--- config.mk ---
export PLATFORM = sky130hd
export DESIGN_NAME = tds_div
export DESIGN_NICKNAME = d
export VERILOG_FILES = /design/src/rtl/core/tds_pkg.sv /design/src/rtl/core/tds_div.sv
export SDC_FILE = /design/constraint.sdc
export NUM_CORES = 1
export LEC_CHECK = 0
export ABC_AREA = 1
export BUFFER_PORTS_ARGS = -buffer_cell sky130_fd_sc_hd__buf_2
export CAP_MARGIN = 0
export CORE_ASPECT_RATIO = 0.9
export CORE_MARGIN = 2
export CORE_UTILIZATION = 47
export DETAILED_ROUTE_END_ITERATION = 8
export PLACE_DENSITY = 0.64
export RECOVER_POWER = 25
export REMOVE_ABC_BUFFERS = 1
export SYNTH_ARGS = -nofsm -noshare
export SYNTH_HDL_FRONTEND = slang
export SYNTH_SLANG_ARGS = --single-unit
--- constraint.sdc ---
create_clock -name i_clk -period 4.6 [get_ports i_clk]
set_input_delay 0.46 -clock i_clk [delete_from_list [all_inputs] [get_ports i_clk]]
set_output_delay 0.46 -clock i_clk [all_outputs]
set_load 0.1 [all_outputs]
--- src/rtl/core/tds_pkg.sv ---
// Types, constants and saturation helpers for the tridiagonal solver core.
// Used by every module of the core and by the channel interfaces.
`default_nettype none

package tds_pkg;

    localparam int W_FIX = 48;
    localparam int W_IO  = 32;
    localparam int W_IDX = 6;

    typedef logic signed [W_FIX-1:0] t_fix;
    typedef logic        [W_FIX-1:0] t_mag;

    // Result of a shared arithmetic unit
    typedef struct packed {
        logic done;
        logic clip;
        t_fix val;
    } t_unit_res;

    // Saturated 48-bit value with its clip flag
    typedef struct packed {
        t_fix val;
        logic clip;
    } t_sat;

    // Saturated 32-bit value with its clip flag
    typedef struct packed {
        logic signed [W_IO-1:0] val;
        logic                   clip;
    } t_sat32;

    // One stored row of the forward elimination
    typedef struct packed {
        t_fix cs;
        t_fix ds;
        logic clip;
    } t_entry;

    typedef enum logic [3:0] {
        S_IDLE,
        S_RD,
        S_DEN_GO,
        S_DEN_WAIT,
        S_NUM_GO,
        S_NUM_WAIT,
        S_DC_GO,
        S_DC_WAIT,
        S_DD_GO,
        S_DD_WAIT,
        S_WR,
        S_BS_INIT,
        S_BS_RD,
        S_BS_CALC,
        S_BS_WAIT,
        S_BS_OUT
    } t_state;

    function automatic t_fix sext32(input logic [W_IO-1:0] x);
        return t_fix'({{(W_FIX-W_IO){x[W_IO-1]}}, x});
    endfunction

    function automatic t_mag mag_of(input t_fix v);
        t_mag u;
        u = t_mag'(v);
        return v[W_FIX-1] ? (~u + t_mag'(1)) : u;
    endfunction

    // Apply sign to a magnitude and clip to the 48-bit range
    function automatic t_sat from_mag(input logic big, input t_mag mag, input logic neg);
        t_sat s;
        s.clip = 1'b0;
        if (neg) begin
            if (big || (mag > {1'b1, {(W_FIX-1){1'b0}}})) begin
                s.val  = t_fix'({1'b1, {(W_FIX-1){1'b0}}});
                s.clip = 1'b1;
            end else begin
                s.val = t_fix'(~mag + t_mag'(1));
            end
        end else begin
            if (big || mag[W_FIX-1]) begin
                s.val  = t_fix'({1'b0, {(W_FIX-1){1'b1}}});
                s.clip = 1'b1;
            end else begin
                s.val = t_fix'(mag);
            end
        end
        return s;
    endfunction

    // p - q saturated to 48 bits
    function automatic t_sat sub_sat48(input t_fix p, input t_fix q);
        logic [W_FIX:0] d;
        t_sat           s;
        d = {p[W_FIX-1], p} - {q[W_FIX-1], q};
        s.clip = (d[W_FIX] != d[W_FIX-1]);
        if (s.clip) begin
            s.val = d[W_FIX] ? t_fix'({1'b1, {(W_FIX-1){1'b0}}})
                             : t_fix'({1'b0, {(W_FIX-1){1'b1}}});
        end else begin
            s.val = t_fix'(d[W_FIX-1:0]);
        end
        return s;
    endfunction

    // Clip a 48-bit value to the 32-bit output range
    function automatic t_sat32 sat32(input t_fix v);
        t_sat32 s;
        s.clip = !((&v[W_FIX-1:W_IO-1]) || !(|v[W_FIX-1:W_IO-1]));
        if (s.clip) begin
            s.val = v[W_FIX-1] ? {1'b1, {(W_IO-1){1'b0}}} : {1'b0, {(W_IO-1){1'b1}}};
        end else begin
            s.val = v[W_IO-1:0];
        end
        return s;
    endfunction

endpackage

`default_nettype wire

--- src/rtl/core/tds_div.sv ---
// Shared bit-serial divider: (n << FRAC_BITS) / d, truncated, saturated to 48 bits.
// One quotient bit per cycle, restoring form. Depends on tds_pkg.
`default_nettype none

module tds_div import tds_pkg::*; #(
    parameter int FRAC_BITS = 16
) (
    input  wire        i_clk,
    input  wire        i_rst_n,
    input  wire        i_start,
    input  t_fix       i_n,
    input  t_fix       i_d,
    output t_unit_res  o_res
);

    localparam int STEPS = W_FIX + FRAC_BITS;
    localparam int CW    = $clog2(STEPS + 1);

    logic [CW-1:0]  r_cnt;
    logic           r_done;
    t_mag           r_n;
    t_mag           r_d;
    logic           r_neg;
    logic [W_FIX:0] r_rem;
    logic [W_FIX:0] r_q;
    logic           r_ovf;

    logic [W_FIX:0] w_trial;
    logic           w_ge;
    t_sat           w_sat;

    assign w_trial = {r_rem[W_FIX-1:0], r_n[W_FIX-1]};
    assign w_ge    = (w_trial >= {1'b0, r_d});
    assign w_sat   = from_mag(r_ovf | r_q[W_FIX], r_q[W_FIX-1:0], r_neg);

    assign o_res.done = r_done;
    assign o_res.clip = w_sat.clip;
    assign o_res.val  = w_sat.val;

    // Count the steps
    always_ff @(posedge i_clk) begin
        if (!i_rst_n) begin
            r_cnt  <= '0;
            r_done <= 1'b0;
        end else begin
            r_done <= 1'b0;
            if (i_start) begin
                r_cnt <= CW'(STEPS);
            end else if (r_cnt != '0) begin
                r_cnt <= r_cnt - CW'(1);
                if (r_cnt == CW'(1)) begin
                    r_done <= 1'b1;
                end
            end
        end
    end

    // Shift in one dividend bit, subtract when it fits, hold overflow sticky
    always_ff @(posedge i_clk) begin
        if (i_start) begin
            r_n   <= mag_of(i_n);
            r_d   <= mag_of(i_d);
            r_neg <= i_n[W_FIX-1] ^ i_d[W_FIX-1];
            r_rem <= '0;
            r_q   <= '0;
            r_ovf <= 1'b0;
        end else if (r_cnt != '0) begin
            r_n   <= {r_n[W_FIX-2:0], 1'b0};
            r_rem <= w_ge ? (w_trial - {1'b0, r_d}) : w_trial;
            r_q   <= {r_q[W_FIX-1:0], w_ge};
            r_ovf <= r_ovf | r_q[W_FIX];
        end
    end

endmodule

`default_nettype wire

# --- Word-level counts from Yosys, hierarchy flattened ---
# Index checks and enable logic that the tools add are counted.
totals:
  output_inout_bits: 50
  reg_bits: 203
  inputBits: 99
op_classes:
  bitwise: 7
  muxes: 13
  magnitude_cmp: 2
  n_eq_ne: 1
  addsub: 5
  reduce_logical: 6
ops:
  columns: ["operator", "count"]
  rows:
  - ["2-to-1 mux 48 bit", 6]
  - ["adder 48 x 1 -> 48 bit, second input constant", 3]
  - ["NOT 48 bit", 3]
  - ["greater-or-equal comparator 49 x 48 -> 1 bit", 1]
  - ["2-to-1 mux 49 bit", 1]
  - ["greater-than comparator 48 bit, second input constant", 1]
  - ["subtractor 48 bit", 1]
  - ["2-to-1 mux 47 bit", 1]
  - ["2-to-1 mux 7 bit", 2]
  - ["equality test 7 x 1 -> 1 bit, second input constant", 1]
  - ["nonzero test 7 bit", 1]
  - ["subtractor 7 x 1 -> 7 bit, second input constant", 1]
  - ["2-to-1 mux 1 bit", 3]
  - ["OR reduction 3 bit", 1]
  - ["logical OR 1 bit", 2]
  - ["NOT 1 bit", 2]
  - ["nonzero test 2 bit", 1]
  - ["OR reduction 2 bit", 1]
  - ["bitwise OR 1 bit", 1]
  - ["XOR 1 bit", 1]

# --- Logic depth before layout (Yosys ltp) ---
depth:
  word_depth: 4
  mapped_depth: 18
  ltp_nobuf: 18

# --- Least setup slack after synthesis ---
# No wires, ideal clock.
synth_path:
  path_kind: "flip-flop to output port"
  from: "register r_q[0]"
  to: "output o_res[15] (netlist bit)"
  stages_incl_launch_ff: 15
  required_ns: 4.140
  path_buffers: 0
  t_arrival_ns: 3.668
  setup_slack_ns: 0.472
  path_cell_list: "dfxtp_1 inv_1 ha_1 nand2_2 nor2_4 nand3_2 inv_2 nand2_4 inv_2 nand2_2 nor2_4 nand4_1 nand2_2 nand3_4 o21ai_0"
synth_lines:
  columns: ["element", "line", "rtl"]
  rows:
  - ["start, declared", "tds_div.sv:25", "logic [W_FIX:0] r_q;"]
  - ["start signal, assigned", "tds_div.sv:70", "r_q <= {r_q[W_FIX-1:0], w_ge};"]
  - ["end, declared", "tds_div.sv:13", "output t_unit_res o_res"]

==> run metrics <==
Max-Slew Margin vs Limit=-94.9%; share of synthesized area occupied by flip-flops and latches=between 30% and 40%; result of the run=finished with violations; sequential standard cell area=0.00503 mm²; start-to-end type of the worst setup path=reg -> out; Pwr Density=325 mW/mm²; peak fanout along the critical path=45; vertical die dimension=181 µm; largest voltage drop on the vdd net=between 200 and 300 µV; final non-filler cell area=roughly 0.018 mm²; TritonCTS clock tree=done; buffer cell driving the clock tree root=sky130_fd_sc_hd__clkbuf_16; final hold viol count=0; Crit path required time=4.14 ns; utilization after layout=between 50% and 60%; synth top area cells=sky130_fd_sc_hd__edfxtp_1, sky130_fd_sc_hd__nand2_1, sky130_fd_sc_hd__dfxtp_1; Avg Synthesized Cell Area=between 6 and 7 µm²; Placeable Area=about 0.034 mm²; Netlist Area Pre-Place=~0.016 mm²; overall die area=between 0.03 and 0.04 mm²; worst hold path type=in -> reg; routed vias/inst=about 5.2; combined area of the multi-input logic cells=roughly 0.0094 mm²; Routed wire per std cell=~16 µm; GRT Resource Usage Total=27.3%; RSZ-0062 raised after global routing=no; CTS H-tree depth=1; post-CTS repair timing setup buffer count=0; detailed placement HPWL=just under 40,000 µm; post-route worst hold slack=0.159 ns; DR vias=16,497; share of the synthesized area in the top cell type=between 10% and 20%; fill cell count=3,530; Max Buffers Root-to-Sink=3; most used standard cell by instance count after synthesis=sky130_fd_sc_hd__nand2_1; DRC violation count after routing=0; global placer's final weighted congestion=around 0.99; post-placement cell area=between 0.015 and 0.02 mm²; crit path DAT=between 3 and 4 ns; violation count after the first detailed-routing iteration=1,259; Synth cell types=53; number of top-level design ports=between 100 and 150; violations in the final reports=capacitance limit, slew limit; total length of routed wires=a little over 50,000 µm; Worst setup SP type=flip-flop; vias in the first global route=around 16,000; die extent in x=around 200 µm; number of setup violations in the final report=0; internal reg-to-reg setup slack=approximately 1.6 ns; clock transition at the registers of the reported paths=0.06 ns; # Max-Cap Violations=3; starting utilization of the core area=between 40% and 50%; Worst Tran Pin Value=between 2 and 3 ns; number of synthesized flops with an enable pin=97; fraction of registers with async set or reset after synthesis=0%; kind of end point of the critical path=primary output; cell leakage power=just over 9 nW; final worst path period share=between 80% and 90%; post-placement setup slack=roughly 1.4 ns; CTS sink count=203; clock tree skew after final layout=0.0212 ns; antenna violations before repair=6; wire length of the first global-routing pass=80,400 µm; cts bufs inserted=25; worst-skew pair later-pin latency=0.57 ns; Resized Gates After CTS=0; layout cells sized above 1=under 10%; smallest setup slack after layout=0.782 ns; Synth area leader=sky130_fd_sc_hd__edfxtp_1; layout overhead on the synthesized area=11.8%; number of port buffers=~150; leading cell types by count after synthesis=sky130_fd_sc_hd__nand2_1, sky130_fd_sc_hd__inv_1, sky130_fd_sc_hd__nor2_1; largest net degree at the start of global routing=between 90 and 100; TritonRoute pass-1 iters=7; num rows=64; cell count after synthesis=2,542; total global routing overflow=0; antenna violation net count after detailed routing=0; highest clock rate=between 200 and 300 MHz; Seq cells post-synth=203; Post-Route Setup TNS=0 ns; number of hold-repair buffers added at the cts stage=0; Synth Flop Type=sky130_fd_sc_hd__dfxtp_1; final-report max-slew violation count=approximately 180; number of nets in the layout=about 2,800; number of warnings printed during yosys synthesis=0; final critical path time including I/O delays and setup=about 3.8 ns
[cell usage in the layout, fill, tap and decap left out, types with 8 or more instances in the layout]
| master | instances |
|---|---|
| sky130_fd_sc_hd__o21ai_1 | 58 |
| sky130_fd_sc_hd__or2_1 | 8 |
| sky130_fd_sc_hd__clkbuf_16 | 27 |
| sky130_fd_sc_hd__buf_4 | 9 |
| sky130_fd_sc_hd__edfxtp_1 | 97 |
| sky130_fd_sc_hd__xor2_1 | 105 |
| sky130_fd_sc_hd__nor2_2 | 12 |
| sky130_fd_sc_hd__o22ai_1 | 48 |
| sky130_fd_sc_hd__xnor2_1 | 39 |
| sky130_fd_sc_hd__nor4_1 | 20 |
| sky130_fd_sc_hd__or2_2 | 8 |
| sky130_fd_sc_hd__inv_2 | 12 |
| sky130_fd_sc_hd__nor2_1 | 268 |
| sky130_fd_sc_hd__inv_1 | 426 |
| sky130_fd_sc_hd__dfxtp_1 | 106 |
| sky130_fd_sc_hd__o21bai_1 | 9 |
| sky130_fd_sc_hd__nor3_1 | 42 |
| sky130_fd_sc_hd__nand3_1 | 145 |
| sky130_fd_sc_hd__a31oi_1 | 20 |
| sky130_fd_sc_hd__ha_1 | 53 |
| sky130_fd_sc_hd__nand2_1 | 695 |
| sky130_fd_sc_hd__buf_2 | 146 |
| sky130_fd_sc_hd__o21ai_0 | 111 |
| sky130_fd_sc_hd__a21oi_1 | 71 |
| sky130_fd_sc_hd__nand4_1 | 51 |
[area by class of cell]
class                   instances  area share [%]
well taps                     462            3.15
repair buffers                163            4.62
inverters                     441            9.03
clock buffers                  29            3.72
flip-flops and latches        203            27.4
clock inverters                17           0.846
diodes                          3          0.0409
multi-input cells            1827            51.2
[metal layers]
metal  GRT usage [%]  wire (µm)  vias to the layer above
met5               0         27                        -
met4            8.03       1430                        4
met3            4.38       3240                       88
met2            45.6      23200                      520
met1            36.3      22800                     7514
li1                -          -                     8371
[stage by stage]
step / total power [mW] / std cells
global placement: 3.93 / 3096
CTS: 5.99 / 3142
floorplan: 3.40 / 2471
finish: 5.96 / 3145
global route: 6.29 / 3142
detailed placement: 3.96 / 3096
[worst max-delay path: stages, from the launching register on]
cell and delay, ns:
sky130_fd_sc_hd__dfxtp_1 0.31, sky130_fd_sc_hd__inv_1 0.12, sky130_fd_sc_hd__ha_1 0.21, sky130_fd_sc_hd__nand2_2 0.08, sky130_fd_sc_hd__nor2_4 0.10, sky130_fd_sc_hd__nand3_2 0.09
sky130_fd_sc_hd__inv_2 0.11, sky130_fd_sc_hd__nand2_4 0.08, sky130_fd_sc_hd__inv_2 0.06, sky130_fd_sc_hd__nand2_2 0.06, sky130_fd_sc_hd__nor2_4 0.10, sky130_fd_sc_hd__nand4_1 0.10
sky130_fd_sc_hd__nand2_2 0.15, sky130_fd_sc_hd__nand3_4 0.39, sky130_fd_sc_hd__o21ai_0 0.33, sky130_fd_sc_hd__buf_2 0.46
[power by group]
part | switching [mW] | internal [mW]
sequential | 0.0970 | 2.17
combinational | 1.17 | 0.514
clock | 0.864 | 1.14
[registers in the layout, summed over array words and instances, names as in the netlist]
signal / count
r_cnt: 7
r_ovf: 1
r_d: 48
r_rem: 48
r_done: 1
r_q: 49
r_neg: 1
r_n: 48
[kinds of logic (layout without fill, tap and decap cells)]
logic type / after synthesis / in the layout / share of synthesized area [%]
fa+ha+maj: 54 / 54 / 4.16
flops: 203 / 203 / 30.7
compound gates: 332 / 332 / 11.0
other cells: 0 / 3 / 0
buf+inv: 512 / 650 / 12.2
xor+xnor: 144 / 144 / 7.68
simple gates: 1297 / 1297 / 34.3
[final timing paths]
kind | endpoint | startpoint | cells past startpoint
worst max-delay path | o_res[27] | r_q[1]$_SDFFE_PP0P_ | 15
worst min-delay path | r_cnt[6]$_SDFFE_PN0P_ | i_rst_n | 3
worst min register to register | r_cnt[3]$_SDFFE_PP0P_ | r_cnt[3]$_SDFFE_PP0P_ | 2
worst max register to register | r_rem[29]$_SDFFE_PP0P_ | r_d[8]$_DFFE_PP_ | 13
(Power assumes the default switching activity.)
