### config.mk
export PLATFORM = sky130hd
export DESIGN_NAME = tds_mul
export DESIGN_NICKNAME = d
export VERILOG_FILES = /design/src/rtl/core/tds_pkg.sv /design/src/rtl/core/tds_mul.sv
export SDC_FILE = /design/constraint.sdc
export NUM_CORES = 2
export LEC_CHECK = 0
export ABC_AREA = 1
export BUFFER_PORTS_ARGS = -buffer_cell sky130_fd_sc_hd__buf_2
export CAP_MARGIN = 30
export CELL_PAD_IN_SITES_DETAIL_PLACEMENT = 1
export CELL_PAD_IN_SITES_GLOBAL_PLACEMENT = 2
export CORE_UTILIZATION = 40
export DETAILED_ROUTE_END_ITERATION = 10
export PLACE_DENSITY = 0.9
export SYNTH_ARGS = -nofsm -noshare
export SYNTH_HDL_FRONTEND = slang
export SYNTH_SLANG_ARGS = --single-unit
### constraint.sdc
create_clock -name i_clk -period 12.1 [get_ports i_clk]
set_input_delay 2.42 -clock i_clk [delete_from_list [all_inputs] [get_ports i_clk]]
set_output_delay 2.42 -clock i_clk [all_outputs]
set_load 0.05 [all_outputs]
### src/rtl/core/tds_pkg.sv
// Types, constants and saturation helpers for the tridiagonal solver core.
// Used by every module of the core and by the channel interfaces.
`default_nettype none

package tds_pkg;

    localparam int W_FIX = 48;
    localparam int W_IO  = 32;
    localparam int W_IDX = 6;

    typedef logic signed [W_FIX-1:0] t_fix;
    typedef logic        [W_FIX-1:0] t_mag;

    // Result of a shared arithmetic unit
    typedef struct packed {
        logic done;
        logic clip;
        t_fix val;
    } t_unit_res;

    // Saturated 48-bit value with its clip flag
    typedef struct packed {
        t_fix val;
        logic clip;
    } t_sat;

    // Saturated 32-bit value with its clip flag
    typedef struct packed {
        logic signed [W_IO-1:0] val;
        logic                   clip;
    } t_sat32;

    // One stored row of the forward elimination
    typedef struct packed {
        t_fix cs;
        t_fix ds;
        logic clip;
    } t_entry;

    typedef enum logic [3:0] {
        S_IDLE,
        S_RD,
        S_DEN_GO,
        S_DEN_WAIT,
        S_NUM_GO,
        S_NUM_WAIT,
        S_DC_GO,
        S_DC_WAIT,
        S_DD_GO,
        S_DD_WAIT,
        S_WR,
        S_BS_INIT,
        S_BS_RD,
        S_BS_CALC,
        S_BS_WAIT,
        S_BS_OUT
    } t_state;

    function automatic t_fix sext32(input logic [W_IO-1:0] x);
        return t_fix'({{(W_FIX-W_IO){x[W_IO-1]}}, x});
    endfunction

    function automatic t_mag mag_of(input t_fix v);
        t_mag u;
        u = t_mag'(v);
        return v[W_FIX-1] ? (~u + t_mag'(1)) : u;
    endfunction

    // Apply sign to a magnitude and clip to the 48-bit range
    function automatic t_sat from_mag(input logic big, input t_mag mag, input logic neg);
        t_sat s;
        s.clip = 1'b0;
        if (neg) begin
            if (big || (mag > {1'b1, {(W_FIX-1){1'b0}}})) begin
                s.val  = t_fix'({1'b1, {(W_FIX-1){1'b0}}});
                s.clip = 1'b1;
            end else begin
                s.val = t_fix'(~mag + t_mag'(1));
            end
        end else begin
            if (big || mag[W_FIX-1]) begin
                s.val  = t_fix'({1'b0, {(W_FIX-1){1'b1}}});
                s.clip = 1'b1;
            end else begin
                s.val = t_fix'(mag);
            end
        end
        return s;
    endfunction

    // p - q saturated to 48 bits
    function automatic t_sat sub_sat48(input t_fix p, input t_fix q);
        logic [W_FIX:0] d;
        t_sat           s;
        d = {p[W_FIX-1], p} - {q[W_FIX-1], q};
        s.clip = (d[W_FIX] != d[W_FIX-1]);
        if (s.clip) begin
            s.val = d[W_FIX] ? t_fix'({1'b1, {(W_FIX-1){1'b0}}})
                             : t_fix'({1'b0, {(W_FIX-1){1'b1}}});
        end else begin
            s.val = t_fix'(d[W_FIX-1:0]);
        end
        return s;
    endfunction

    // Clip a 48-bit value to the 32-bit output range
    function automatic t_sat32 sat32(input t_fix v);
        t_sat32 s;
        s.clip = !((&v[W_FIX-1:W_IO-1]) || !(|v[W_FIX-1:W_IO-1]));
        if (s.clip) begin
            s.val = v[W_FIX-1] ? {1'b1, {(W_IO-1){1'b0}}} : {1'b0, {(W_IO-1){1'b1}}};
        end else begin
            s.val = v[W_IO-1:0];
        end
        return s;
    endfunction

endpackage

`default_nettype wire

### src/rtl/core/tds_mul.sv
// Shared fixed-point multiplier: (x*y) >> FRAC_BITS, truncated, saturated to 48 bits.
// Four 24x24 partial products over successive cycles. Depends on tds_pkg.
`default_nettype none

module tds_mul import tds_pkg::*; #(
    parameter int FRAC_BITS = 16
) (
    input  wire        i_clk,
    input  wire        i_rst_n,
    input  wire        i_start,
    input  t_fix       i_x,
    input  t_fix       i_y,
    output t_unit_res  o_res
);

    localparam int HALF = W_FIX / 2;
    localparam int W_ACC = 2 * W_FIX;

    logic             r_busy;
    logic [2:0]       r_phase;
    logic             r_done;
    t_mag             r_xm;
    t_mag             r_ym;
    logic             r_neg;
    logic [W_FIX-1:0] r_pp;
    logic [1:0]       r_pp_idx;
    logic [W_ACC-1:0] r_acc;

    logic [HALF-1:0]  w_opa;
    logic [HALF-1:0]  w_opb;
    logic [W_ACC-1:0] w_pp_sh;
    logic [W_ACC-1:0] w_t;
    t_sat             w_sat;

    // Select the halves for this phase
    always_comb begin
        unique case (r_phase[1:0])
            2'd0: begin w_opa = r_xm[HALF-1:0];     w_opb = r_ym[HALF-1:0];     end
            2'd1: begin w_opa = r_xm[W_FIX-1:HALF]; w_opb = r_ym[HALF-1:0];     end
            2'd2: begin w_opa = r_xm[HALF-1:0];     w_opb = r_ym[W_FIX-1:HALF]; end
            default: begin w_opa = r_xm[W_FIX-1:HALF]; w_opb = r_ym[W_FIX-1:HALF]; end
        endcase
    end

    // Align the previous partial product
    always_comb begin
        unique case (r_pp_idx)
            2'd0:    w_pp_sh = {{W_FIX{1'b0}}, r_pp};
            2'd3:    w_pp_sh = {r_pp, {W_FIX{1'b0}}};
            default: w_pp_sh = {{W_FIX{1'b0}}, r_pp} << HALF;
        endcase
    end

    // Drop the fraction bits and clip
    assign w_t   = r_acc >> FRAC_BITS;
    assign w_sat = from_mag(|w_t[W_ACC-1:W_FIX], w_t[W_FIX-1:0], r_neg);

    assign o_res.done = r_done;
    assign o_res.clip = w_sat.clip;
    assign o_res.val  = w_sat.val;

    // Sequence the phases
    always_ff @(posedge i_clk) begin
        if (!i_rst_n) begin
            r_busy  <= 1'b0;
            r_phase <= 3'd0;
            r_done  <= 1'b0;
        end else begin
            r_done <= 1'b0;
            if (i_start) begin
                r_busy  <= 1'b1;
                r_phase <= 3'd0;
            end else if (r_busy) begin
                r_phase <= r_phase + 3'd1;
                if (r_phase == 3'd4) begin
                    r_busy <= 1'b0;
                    r_done <= 1'b1;
                end
            end
        end
    end

    // Multiply one pair of halves and accumulate the previous product
    always_ff @(posedge i_clk) begin
        if (i_start) begin
            r_xm  <= mag_of(i_x);
            r_ym  <= mag_of(i_y);
            r_neg <= i_x[W_FIX-1] ^ i_y[W_FIX-1];
            r_acc <= '0;
        end else if (r_busy) begin
            if (r_phase != 3'd4) begin
                r_pp     <= w_opa * w_opb;
                r_pp_idx <= r_phase[1:0];
            end
            if (r_phase != 3'd0) begin
                r_acc <= r_acc + w_pp_sh;
            end
        end
    end

endmodule

`default_nettype wire

* Word level (Yosys, flattened, before mapping)
Cells that the tools add are included.
** Word-level totals
- Register bits after elaboration :: 248
- Output and inout port bits :: 50
** Cells by class
- Add/subtract/negate cells :: 5
- Multiply operators :: 1
- $lt $le $gt $ge :: 1
- Equality and inequality tests :: 5
- Multiplexer cells :: 14
- Bitwise logic cells :: 7
- Reduce and logical (&&, ||, !) cells :: 12
** Operators with widths (number)
- case mux 96 bit (2 select lines) :: 1
- adder 48 x 1 -> 48 bit, second input constant :: 3
- NOT 48 bit :: 3
- adder 96 bit :: 1
- 2-to-1 mux 48 bit :: 2
- 2-to-1 mux 47 bit :: 2
- 2-to-1 mux 49 bit :: 1
- greater-than comparator 48 bit, second input constant :: 1
- multiplier 24 x 24 -> 48 bit :: 1
- 2-to-1 mux 24 bit :: 2
- OR reduction 32 bit :: 1
- 2-to-1 mux 1 bit :: 6
- OR reduction 2 bit :: 3
- == test 2 bit, second input constant :: 2
- zero test 2 bit :: 2
- adder 3 x 1 -> 3 bit, second input constant :: 1
- == test 3 bit, second input constant :: 1
- inequality test 3 bit, second input constant :: 1
- NOT 1 bit :: 3
- AND reduction 3 bit :: 1
- nonzero test 3 bit :: 1
- OR reduction 3 bit :: 1
- == test 2 x 1 -> 1 bit, second input constant :: 1
- logical OR 1 bit :: 2
- 2 further kinds :: 2

* Longest topological paths before layout
- Depth after elaboration :: 4
- Mapped depth :: 36
- Mapped depth without buffers :: 33

* Worst setup path before layout
OpenSTA, ideal clock, no wires.
- Kind :: flip-flop to flip-flop
- From :: register r_phase[0]
- To :: register r_pp[35], data pin
- Library setup time :: 262 ps
- Arrival time :: 6963 ps
- Data required time :: 11838 ps
- Setup slack :: 4875 ps
- Stages on the path, launching flop included :: 31
- Cell sequence :: dfxtp_1 inv_1 ha_1 nor2_1 buf_2 buf_2 o21ai_0 inv_1 clkbuf_1 nor2_1 fa_1 fa_1 inv_1 fa_1 inv_1 fa_1 inv_1 fa_1 inv_1 fa_1 inv_1 fa_1 inv_1 ha_1 a21oi_1 o21ai_0 o21ai_0 nand2_1 a21oi_1 o21ai_1 xor2_1
** Between the ends
- Cells in the longest elaborated chain, start to end :: 4
- Elaborated cells on any way between the ends :: 8
- Classes of those cells :: mul (1); eq/ne (2); mux (2); reduce/logical (3)
** RTL lines
- start: declaration :: RTL line tds_mul.sv:20 : logic [2:0] r_phase;
- start signal: assignment :: RTL line tds_mul.sv:74 : r_phase <= r_phase + 3'd1;
- == test 2 bit, or another cell as far along :: RTL line tds_mul.sv:37 : unique case (r_phase[1:0])
- OR reduction 2 bit (no source line)
- 2-to-1 mux 24 bit :: RTL line tds_mul.sv:37
- multiplier 24 x 24 -> 48 bit (*) :: RTL line tds_mul.sv:92 : r_pp <= w_opa * w_opb;
- end signal: assignment :: RTL line tds_mul.sv:92
- end: declaration :: RTL line tds_mul.sv:25 : logic [W_FIX-1:0] r_pp;
Every way passes the cells marked *; elsewhere a longest branch is shown, timed or not.
A chain may end at the register's enable or synchronous reset.

* Worst setup path in the final report
- From :: register r_phase[0]
- To :: register r_pp[46], data pin
Same word-level chain as after synthesis.

==> results.py <==
metrics = {
    "status": {
        "run_status": "finished clean",
    },
    "clock_network": {
        "clkSinkCount": 248,
        "post_cts.repair.setup_buffers": 0,
        "cts_root_buffer": "clkbuf_16",
        "postCtsHoldBufs": 0,
        "htree_num_levels": 2,
        "clock_latency_at_the_later_pin_of_the_worst_skew_pair_ns": 0.63,
        "tritoncts.num_buffers": 35,
        "cts_tree": "built",
        "postCtsResizedCells": 0,
        "clock_path_buffers": 3,
        "clkSlewWorstSetupHoldPaths_ns": 0.06,
    },
    "routing": {
        "drt-initial-drc-count": 2585,
        "drt.antenna.violating_nets": 0,
        "aggregate_routed_wire_length_mm": 184,
        "first_pass_iters": 6,
        "total_via_count_in_the_routed_design": 41600,
        "viasPerCell": 5.22,
        "routed_wl_per_cell_um": 23.1,
        "drc": 0,
    },
    "floorplan": {
        "floorplan_die_height_um": 330,
        "coreArea_um2": 106000,
        "die_w_um": 330,
        "io_pins": 149,
        "dieArea_um2": 109000,
        "row_count": 119,
        "initial_utilization_pct": 40.6,
    },
    "worst_setup_path": {
        "worst-endpoint-required_ns": 12.44,
        "critical_path.n_buffers_inverters": 10,
        "cp_top_family": "adder cells",
        "type_of_the_worst_setup_path": "flop to flop",
        "cp_slowest_cell": "inv_1",
        "worstSetupStartpointType": "flop",
        "worst_path_most_repeated_cell": "inv_1",
        "cp-end-kind": "flop",
        "worst-endpoint-arrival_ns": 9.25,
        "cpPeakStageDelay_ns": 0.69,
        "worstPathMaxFanout": 48,
    },
    "sta": {
        "tns_ns": 0,
        "timing.max_slew.rel_slack_pct": 32.1,
        "timing.final.hold_violations": 0,
        "period_minus_slack_ns": 8.91,
        "final_min_period_over_clock_period_pct": 73.6,
        "rsz0062_at_grt": "no",
        "fin_skew_ns": 0.0469,
        "least_setup_slack_across_all_paths_after_layout_ns": 3.19,
        "timing_max_transition_violations_final": 0,
        "clock.fmax_mhz": 112,
        "tightest_slew_ns": 1.02,
        "setup-violations-final": 0,
    },
    "synthesis": {
        "yosys_most_used_dff": "edfxtp_1",
        "postSynthNetCount": 7337,
        "number_of_enable_flip_flop_cells_after_synthesis": 147,
        "mappedNetlistArea_um2": 43100,
        "synth-seq-area-share_pct": 14.9,
        "postSynthRegisterBits": 248,
        "async_flop_share_pct": 0,
        "synthCells": 6477,
        "count_of_cell_types_in_the_netlist": 54,
        "syn_area_per_cell_um2": 6.65,
        "yosys.area.top_type_share_pct": 22.5,
        "yosysMostFrequentCell": "nand2_1",
        "synth.largest_area_cell": "fa_1",
        "yosysWarningCount": 0,
        "synth.top_cells.by_count": "1,701 x nand2_1, 1,520 x inv_1, 861 x nor2_1",
        "synth_area_leaders": "fa_1 22%, nand2_1 15%, inv_1 13%, edfxtp_1 10%, ha_1 8.1%",
    },
    "flow_run": {
        "max_cap_viol_count": 0,
    },
    "place": {
        "gpl.final_weighted_congestion": 0.994,
        "place_hpwl_mm": 157,
        "port-buffer-count": 148,
        "worst_slack_placed_ns": 3.13,
    },
    "global_routing": {
        "globalRouteOverflowTotal": 0,
        "grt_first_pass_wirelength_mm": 273,
        "grt_antenna_before_repair": 3,
        "largest_net_degree_at_the_start_of_global_routing": 80,
        "grtUsageTotal_pct": 34.0,
        "first_global_vias": 44000,
    },
    "min_path": {
        "class_of_the_worst_hold_path": "flop to flop",
    },
    "cells_and_area": {
        "drive_above_1_share_pct": 5.80,
        "final_standard_cell_utilization_of_the_core_pct": 43.9,
        "design.final.nets": 7419,
        "area_growth_pct": 8.07,
    },
}
layout by cell type, fill, tap and decap left out, drive strengths merged:
cell,count
buf,204
o21bai,15
diode,1
xor2,183
a31o,1
nor2,886
or2,1
clkinvlp,5
o21ai,276
a21o,6
and2,9
o211ai,6
and3,2
o22ai,48
nor4,40
dfxtp,101
xnor2,34
fa,483
edfxtp,147
a21boi,7
clkinv,16
bufinv,5
ha,278
nor3b,1
a211oi,1
nor3,51
nand3b,3
clkbuf,46
o41ai,1
nand2,1708
a31oi,9
nand4,70
nand3,191
o21a,7
inv,1570
a21oi,168
or3b,1
o31ai,4
flip-flops by register name (all words and copies together) (netlist names):
| name | count |
|---|---|
| r_ym | 48 |
| r_acc | 96 |
| r_busy | 1 |
| r_phase | 3 |
| r_xm | 48 |
| r_pp_idx | 2 |
| r_pp | 48 |
| r_done | 1 |
| r_neg | 1 |
through the flow:
| step | cell area [um^2] | hold WS [ns] | cells |
|---|---|---|---|
| floorplan | 43100 | 0.456 | 6477 |
| global placement | 45300 | 0.474 | 7911 |
| detailed placement | 45400 | 0.510 | 7913 |
| CTS | 46500 | 0.524 | 7975 |
| global route | 46500 | 0.540 | 7976 |
| finish | 46500 | 0.517 | 7976 |
logic make-up after synthesis:
group                      count (synthesis)  share of synthesized area (%)
adders and majority gates                761                           30.5
DFF                                      248                           14.9
AOI/OAI and AO/OA                        549                           7.02
and+or+nand+nor                         2963                           27.8
xor gates and xnor gates                 217                           4.41
buffers and inverters                   1739                           15.3
per-layer routing:
layer	track usage, %	routed length (um)	vias to the layer above
met2	59.3	89400	1279
met4	19.4	11800	2
met3	4.43	9290	452
li1	-	-	19500
met5	0	13	-
met1	40.0	73500	20300
worst paths after layout:
kind / start / slack, ns / cells past startpoint / endpoint
max: r_phase[0]$_SDFFE_PP0P_ / 3.19 / 31 / r_pp[46]$_DFFE_PP_
min: r_phase[1]$_SDFFE_PP0P_ / 0.52 / 0 / r_pp_idx[1]$_DFFE_PP_
max reg2reg: r_phase[0]$_SDFFE_PP0P_ / 3.19 / 31 / r_pp[46]$_DFFE_PP_
min reg2reg: r_phase[1]$_SDFFE_PP0P_ / 0.52 / 0 / r_pp_idx[1]$_DFFE_PP_
layout make-up:
type / count / area, um^2
sequential: 248 / 6440
tap: 1391 / 1740
antenna: 1 / 2.50
timing repair buffer: 204 / 1160
inverter: 1580 / 5930
clock inverter: 16 / 225
fill: 14000 / 59500
multi-input combinational: 4490 / 30100
clock buffer: 46 / 948
Power is left out: the tool's default activity adds up to more than one toggle a clock period on the data nets, which glitch-free logic cannot reach.
